$ cat src/hw/rtl/crmi_pkg.sv
`timescale 1ns / 1ps
// -----------------------------------------------------------------------------
// crmi_pkg
// Shared defaults and widths for the Catmull-Rom interpolator.
// -----------------------------------------------------------------------------
package crmi_pkg;

   // Default coordinate width, signed Q8.8
   localparam int COORD_WIDTH_DEF        = 16;
   // Default fraction bits of the curve position (2^F means 1.0)
   localparam int POSITION_FRAC_BITS_DEF = 16;
   // Headroom above F fraction bits for the signed spline weights
   localparam int WEIGHT_GUARD_BITS      = 5;

endpackage : crmi_pkg

$ cat src/hw/rtl/crmi_weight_gen.sv
`timescale 1ns / 1ps
// -----------------------------------------------------------------------------
// crmi_weight_gen
// Three-stage pipeline: s^2, s^3, then the four Catmull-Rom basis weights.
// -----------------------------------------------------------------------------
module crmi_weight_gen #(
   parameter int POSITION_FRAC_BITS = crmi_pkg::POSITION_FRAC_BITS_DEF
) (
   input  logic                                     clock,
   input  logic                                     reset,
   input  logic                                     s_valid,
   input  logic [POSITION_FRAC_BITS:0]              s_value,
   output logic                                     w_valid,
   output logic signed [POSITION_FRAC_BITS+crmi_pkg::WEIGHT_GUARD_BITS-1:0] w_a,
   output logic signed [POSITION_FRAC_BITS+crmi_pkg::WEIGHT_GUARD_BITS-1:0] w_b,
   output logic signed [POSITION_FRAC_BITS+crmi_pkg::WEIGHT_GUARD_BITS-1:0] w_c,
   output logic signed [POSITION_FRAC_BITS+crmi_pkg::WEIGHT_GUARD_BITS-1:0] w_d
);
   import crmi_pkg::*;

   localparam int F  = POSITION_FRAC_BITS;
   localparam int PW = F + 1;
   localparam int WW = F + WEIGHT_GUARD_BITS;
   localparam logic [2*PW-1:0] HALF_LSB = (2*PW)'(1) << (F - 1);

   // stage A: s^2
   logic          va_ff;
   logic [PW-1:0] sa_ff;
   logic [PW-1:0] s2a_ff;
   logic [2*PW-1:0] sq_in;
   logic [PW-1:0] s2_in;

   // stage B: s^3
   logic          vb_ff;
   logic [PW-1:0] sb_ff;
   logic [PW-1:0] s2b_ff;
   logic [PW-1:0] s3b_ff;
   logic [2*PW-1:0] cube_in;
   logic [PW-1:0] s3_in;

   // stage C: weights
   logic          vc_ff;
   logic signed [WW-1:0] s_x, s2_x, s3_x, two_x;
   logic signed [WW-1:0] wa_in, wb_in, wc_in, wd_in;
   logic signed [WW-1:0] wa_ff, wb_ff, wc_ff, wd_ff;

   assign sq_in   = (2*PW)'(s_value) * (2*PW)'(s_value) + HALF_LSB;
   assign s2_in   = sq_in[F+PW-1:F];
   assign cube_in = (2*PW)'(s2a_ff) * (2*PW)'(sa_ff) + HALF_LSB;
   assign s3_in   = cube_in[F+PW-1:F];

   assign s_x   = WW'(sb_ff);
   assign s2_x  = WW'(s2b_ff);
   assign s3_x  = WW'(s3b_ff);
   assign two_x = WW'(1) << (F + 1);

   assign wa_in = (s2_x <<< 1) - s3_x - s_x;
   assign wb_in = (s3_x <<< 1) + s3_x - (s2_x <<< 2) - s2_x + two_x;
   assign wc_in = (s2_x <<< 2) + s_x - (s3_x <<< 1) - s3_x;
   assign wd_in = s3_x - s2_x;

   always_ff @(posedge clock) begin
      if (reset) begin
         va_ff <= 1'b0;
         vb_ff <= 1'b0;
         vc_ff <= 1'b0;
      end else begin
         va_ff <= s_valid;
         vb_ff <= va_ff;
         vc_ff <= vb_ff;
      end
   end

   always_ff @(posedge clock) begin
      sa_ff  <= s_value;
      s2a_ff <= s2_in;
      sb_ff  <= sa_ff;
      s2b_ff <= s2a_ff;
      s3b_ff <= s3_in;
      wa_ff  <= wa_in;
      wb_ff  <= wb_in;
      wc_ff  <= wc_in;
      wd_ff  <= wd_in;
   end

   assign w_valid = vc_ff;
   assign w_a     = wa_ff;
   assign w_b     = wb_ff;
   assign w_c     = wc_ff;
   assign w_d     = wd_ff;

`ifndef ASSERT_OFF
   // the four basis weights always sum to exactly two
   a_weight_sum : assert property (@(posedge clock) disable iff (reset)
      vc_ff |-> ((WW+2)'(wa_ff) + (WW+2)'(wb_ff) + (WW+2)'(wc_ff) + (WW+2)'(wd_ff)
                 == ((WW+2)'(1) << (F + 1))))
      else $error("crmi_weight_gen: weights do not sum to two");

   // s^2 never exceeds one for a clamped position
   a_square_range : assert property (@(posedge clock) disable iff (reset)
      va_ff |-> (s2a_ff <= (PW'(1) << F)))
      else $error("crmi_weight_gen: s^2 above one");

   // weight valid trails the incoming position by three stages
   a_valid_delay : assert property (@(posedge clock) disable iff (reset)
      vc_ff == $past(s_valid, 3))
      else $error("crmi_weight_gen: valid pipeline out of step");
`endif

endmodule : crmi_weight_gen

$ cat config.mk
export PLATFORM = sky130hd
export DESIGN_NAME = crmi_weight_gen
export DESIGN_NICKNAME = d
export VERILOG_FILES = /design/src/hw/rtl/crmi_pkg.sv /design/src/hw/rtl/crmi_weight_gen.sv
export SDC_FILE = /design/constraint.sdc
export NUM_CORES = 2
export LEC_CHECK = 0
export ABC_AREA = 1
export BUFFER_PORTS_ARGS = -buffer_cell sky130_fd_sc_hd__buf_2
export CORE_ASPECT_RATIO = 0.8
export CORE_MARGIN = 2
export CORE_UTILIZATION = 35
export DETAILED_ROUTE_END_ITERATION = 10
export RECOVER_POWER = 50
export SYNTH_ARGS = -nofsm -noshare
export SYNTH_HDL_FRONTEND = slang
export SYNTH_SLANG_ARGS = --single-unit
export TNS_END_PERCENT = 100
$ cat constraint.sdc
create_clock -name clock -period 10.3 [get_ports clock]
set_input_delay 1.03 -clock clock [delete_from_list [all_inputs] [get_ports clock]]
set_output_delay 1.03 -clock clock [all_outputs]
set_load 0.02 [all_outputs]
== Yosys cells after proc, flatten, opt, wreduce, memory -nomap -nowiden ==
Index checks and enable logic that the tools add are counted.

* Multiply operators: 2
* Add/sub/neg operators: 12

{| class="wikitable"
|+ Operator list
! kind !! number
|-
| adder 33 x 16 -> 33 bit (second input constant) || 2
|-
| multiplier 17 x 17 -> 33 bit || 2
|-
| subtractor 20 x 18 -> 21 bit || 2
|-
| adder 21 x 19 -> 21 bit (second input constant) || 1
|-
| subtractor 21 x 18 -> 21 bit || 1
|-
| adder 19 x 17 -> 20 bit || 1
|-
| subtractor 19 x 18 -> 20 bit || 1
|-
| subtractor 19 x 19 -> 20 bit || 1
|-
| adder 18 x 17 -> 19 bit || 1
|-
| subtractor 18 x 17 -> 19 bit || 1
|-
| subtractor 17 x 17 -> 18 bit || 1
|}

* Word-level logic and storage cells: 26
* Register bits after elaboration: 171
* Output and inout port bits: 85
* Input port bits: 20

== Logic depth before layout (Yosys ltp) ==
* Depth in word-level cells: 4
* Mapped depth: 27
* Depth with buffers taken out: 25

== Worst setup path after synthesis ==
OpenSTA, ideal clock, no wires.

* Path type: input port to flip-flop
* Start point: input port s_value[9]
* End point: register s2a_ff[16]
* Required time: 10188 ps
* Path buffers: 2
* Data arrival time: 5942 ps
* Slack: 4246 ps
* Setup time: 112 ps
* Stages: 24
* Cells stage by stage: clkbuf_1 -> clkbuf_1 -> nand2_1 -> fa_1 -> inv_1 -> fa_1 -> inv_1 -> fa_1 -> inv_1 -> fa_1 -> fa_1 -> inv_1 -> fa_1 -> inv_1 -> ha_1 -> nand2_1 -> nor2_1 -> inv_2 -> nor3_1 -> nand2_2 -> nand2_2 -> nand3_2 -> nand3_1 -> nand2_1

* Cells in the longest elaborated chain, start to end: 2

{| class="wikitable"
|+ Ends and longest elaborated chain
! what !! line !! RTL
|-
| from (decl) || crmi_weight_gen.sv:12 || <nowiki>input logic [POSITION_FRAC_BITS:0] s_value,</nowiki>
|-
| multiplier 17 x 17 -> 33 bit || crmi_weight_gen.sv:47 || <nowiki>assign sq_in = (2*PW)'(s_value) * (2*PW)'(s_value) + HALF_LSB;</nowiki>
|-
| adder 33 x 16 -> 33 bit || crmi_weight_gen.sv:47 ||
|-
| named net sq_in[32] || crmi_weight_gen.sv:30 || <nowiki>logic [2*PW-1:0] sq_in;</nowiki>
|-
| to (signal assigned) || crmi_weight_gen.sv:76 || <nowiki>s2a_ff <= s2_in;</nowiki>
|-
| to (decl) || crmi_weight_gen.sv:29 || <nowiki>logic [PW-1:0] s2a_ff;</nowiki>
|}

The timed path passes the listed nets, and every way through them passes these cells.
A chain may end at the register's enable or synchronous reset.

== Final worst setup path ==
* Start point: input port s_value[4]
* End point: register s2a_ff[12]

Same word-level chain as after synthesis.

==> metrics.txt <==
Worst path max stage delay 0.85 ns; clk buf depth 2; Syn Nets 4601; Die Wd 327 um; row count 94; Post-synth ARST share 0%; post_cts resized 0; first-pass GRT wire length 126000 um; most common cell after layout, fill and taps aside inv_1; GRT Util Overall 18.7%; outcome finished clean; crit-path cells clkbuf_1 > nand2_1 > fa_1 > fa_1 > fa_1 > inv_1 > fa_1 > fa_1 > inv_1 > fa_1 > inv_1 > ha_1 > a21o_1 > a21oi_1 > o21ai_0 > a21oi_1 > nand2_1 > nand2_1 > nand2_1; cells after synthesis 3749; Fin. Hold Viols 0; Tmin final 6.33 ns; Via density 4.64; setup TNS 0 ns; CP required 10.68 ns; Post-CTS Setup Inserts 0; core area 82300 um^2; H-tree Lvls 4; worst hold stages 2; vias in the first global route 23556; Critical Path Source Type primary input; post-DP HPWL 64300 um; Die Y 262 um; Critical Path AT 6.71 ns; Mean Syn Cell Area 7.78 um^2; Top FF cell, synth dfxtp_1; Slew Limit Fails 0; # Max-Cap Violations 0; CP Launch Point s_value[4]; hold buffers post-CTS 0; total grt overflow 0; full die area 85600 um^2; Final setup viols 0; antenna violations before repair 4; Syn Std Cell Area 29200 um^2; Hold Path Class flip-flop to flip-flop; Peak Freq 0.158 GHz; DR vias 22681; Total Wirelength 76800 um; Worst Skew 0.0252 ns; largest net degree at the start of global routing 21; Synth-to-Final Area Change 6.83%; Post-synth EDFFs 0; DR WL/cell 15.7 um; Synth cell types 43; CP endpoint kind flip-flop; fill cell count 8714; initial core utilization 35.4%; r2r startpoint sa_ff[3]; Initial DRC Count 1581; Worst Tran Pin Value 1.43 ns; Worst R2R Path Depth 20; total area of multi-input combinational cells 21500 um^2; final net count 4626; clk sinks 166; DRC 0; Pre-antenna DRT Iters 5; fraction of layout cells with a size suffix above 1 2.06%; #FFs+latches synth 166; number of buffers created by CTS 17; slowest stage cell, crit path clkbuf_1; final antenna-violating net count 0; clock-pin transition on the worst setup and hold timing paths 0.08 ns; clock latency at the later pin of the worst-skew pair 0.48 ns; Ys Warns 0; RSZ-0062 raised after global routing no; # port buffers 104; CTS root buffer clkbuf_16; hold path startpoint va_ff; most frequent cells in the layout inv_1, nand2_1, fa_1; routability cong. 0.918; Slew Limit Headroom 4.68%; TritonCTS clock tree built; final worst path period share 61.5%; Crit Path Max Fanout 18; FF+latch area 3320 um^2; sequential share of the synthesized area 11.4%; IO Count 105; CP Class primary input to flip-flop; most frequent CP cell fa_1; diodes inserted 0
-- registers in the layout, summed over array words and instances, names as in the netlist, 17 cells and up --
register / flops
s2b_ff: 17
w_c: 21
w_a: 19
s3b_ff: 17
w_d: 18
sb_ff: 17
s2a_ff: 17
sa_ff: 17
w_b: 20
-- per-layer routing --
layer | global-route usage (%) | part of all wire, %
met1 | 26.9 | 49
met2 | 30.6 | 45
met3 | 2.07 | 5.6
met4 | 3.08 | 0.96
met5 | 0 | 0
-- layout make-up --
cell class                      count  area share, %
Tap cell                         1104           4.44
Clock inverter                     15          0.546
Timing Repair Buffer              113           1.45
Inverter                         1027           12.4
Clock buffer                       17           1.37
Multi-Input combinational cell   2449           69.2
Sequential cell                   166           10.7
-- worst max-delay path, delay by kind of cell --
kind                     cells  cell delay [ns]
adder cells (fa/ha/maj)      7             3.40
buffers and inverters        4             0.99
AO/OA/AOI/OAI                4             0.83
AND/OR/NAND/NOR              4             0.44
-- path summary, 6_finish.rpt --
path | to | slack, ns
min | vb_ff | 0.41
max reg2reg | s3b_ff[16] | 4.05
max | s2a_ff[12] | 3.97
min reg2reg | vb_ff | 0.41
-- synth_stat cells (7+ instances only) --
cell,count,share of area [%]
a21o_1,29,0.75
a21oi_1,167,2.9
a31oi_1,10,0.21
buf_4,8,0.21
clkbuf_1,95,1.2
dfxtp_1,166,11
fa_1,469,32
ha_1,363,16
inv_1,1023,13
nand2_1,842,11
nand2_2,7,0.15
nand3_1,89,1.5
nand4_1,27,0.58
nor2_1,158,2.0
nor3_1,14,0.24
o21ai_0,58,1.0
o21ai_1,28,0.48
o21bai_1,16,0.41
xnor2_1,44,1.3
xor2_1,78,2.3
-- through the flow --
stage                     worst slack, ns  instance area [um^2]  hold slack [ns]  utilization [%]  cells
after CTS                            4.26                 31300            0.411             38.0   4891
after global placement               4.04                 30700            0.390             37.3   4859
after detailed placement             4.00                 30700            0.401             37.3   4859
final                                3.97                 31100            0.408             37.8   4891
after global routing                 3.57                 31100            0.421             37.8   4891
after floorplan                      4.25                 29200            0.326                -   3749
-- kinds of logic after synthesis --
group / Yosys count / share of synthesized area [%]
fa+ha+maj: 832 / 47.8
xor+xnor: 122 / 3.67
compound gates: 338 / 6.56
flops: 166 / 11.4
simple gates: 1157 / 15.9
buf+inv: 1134 / 14.7
Power is not shown: default switching activity piles up to over one toggle a cycle in this logic, so the estimate is an artifact.
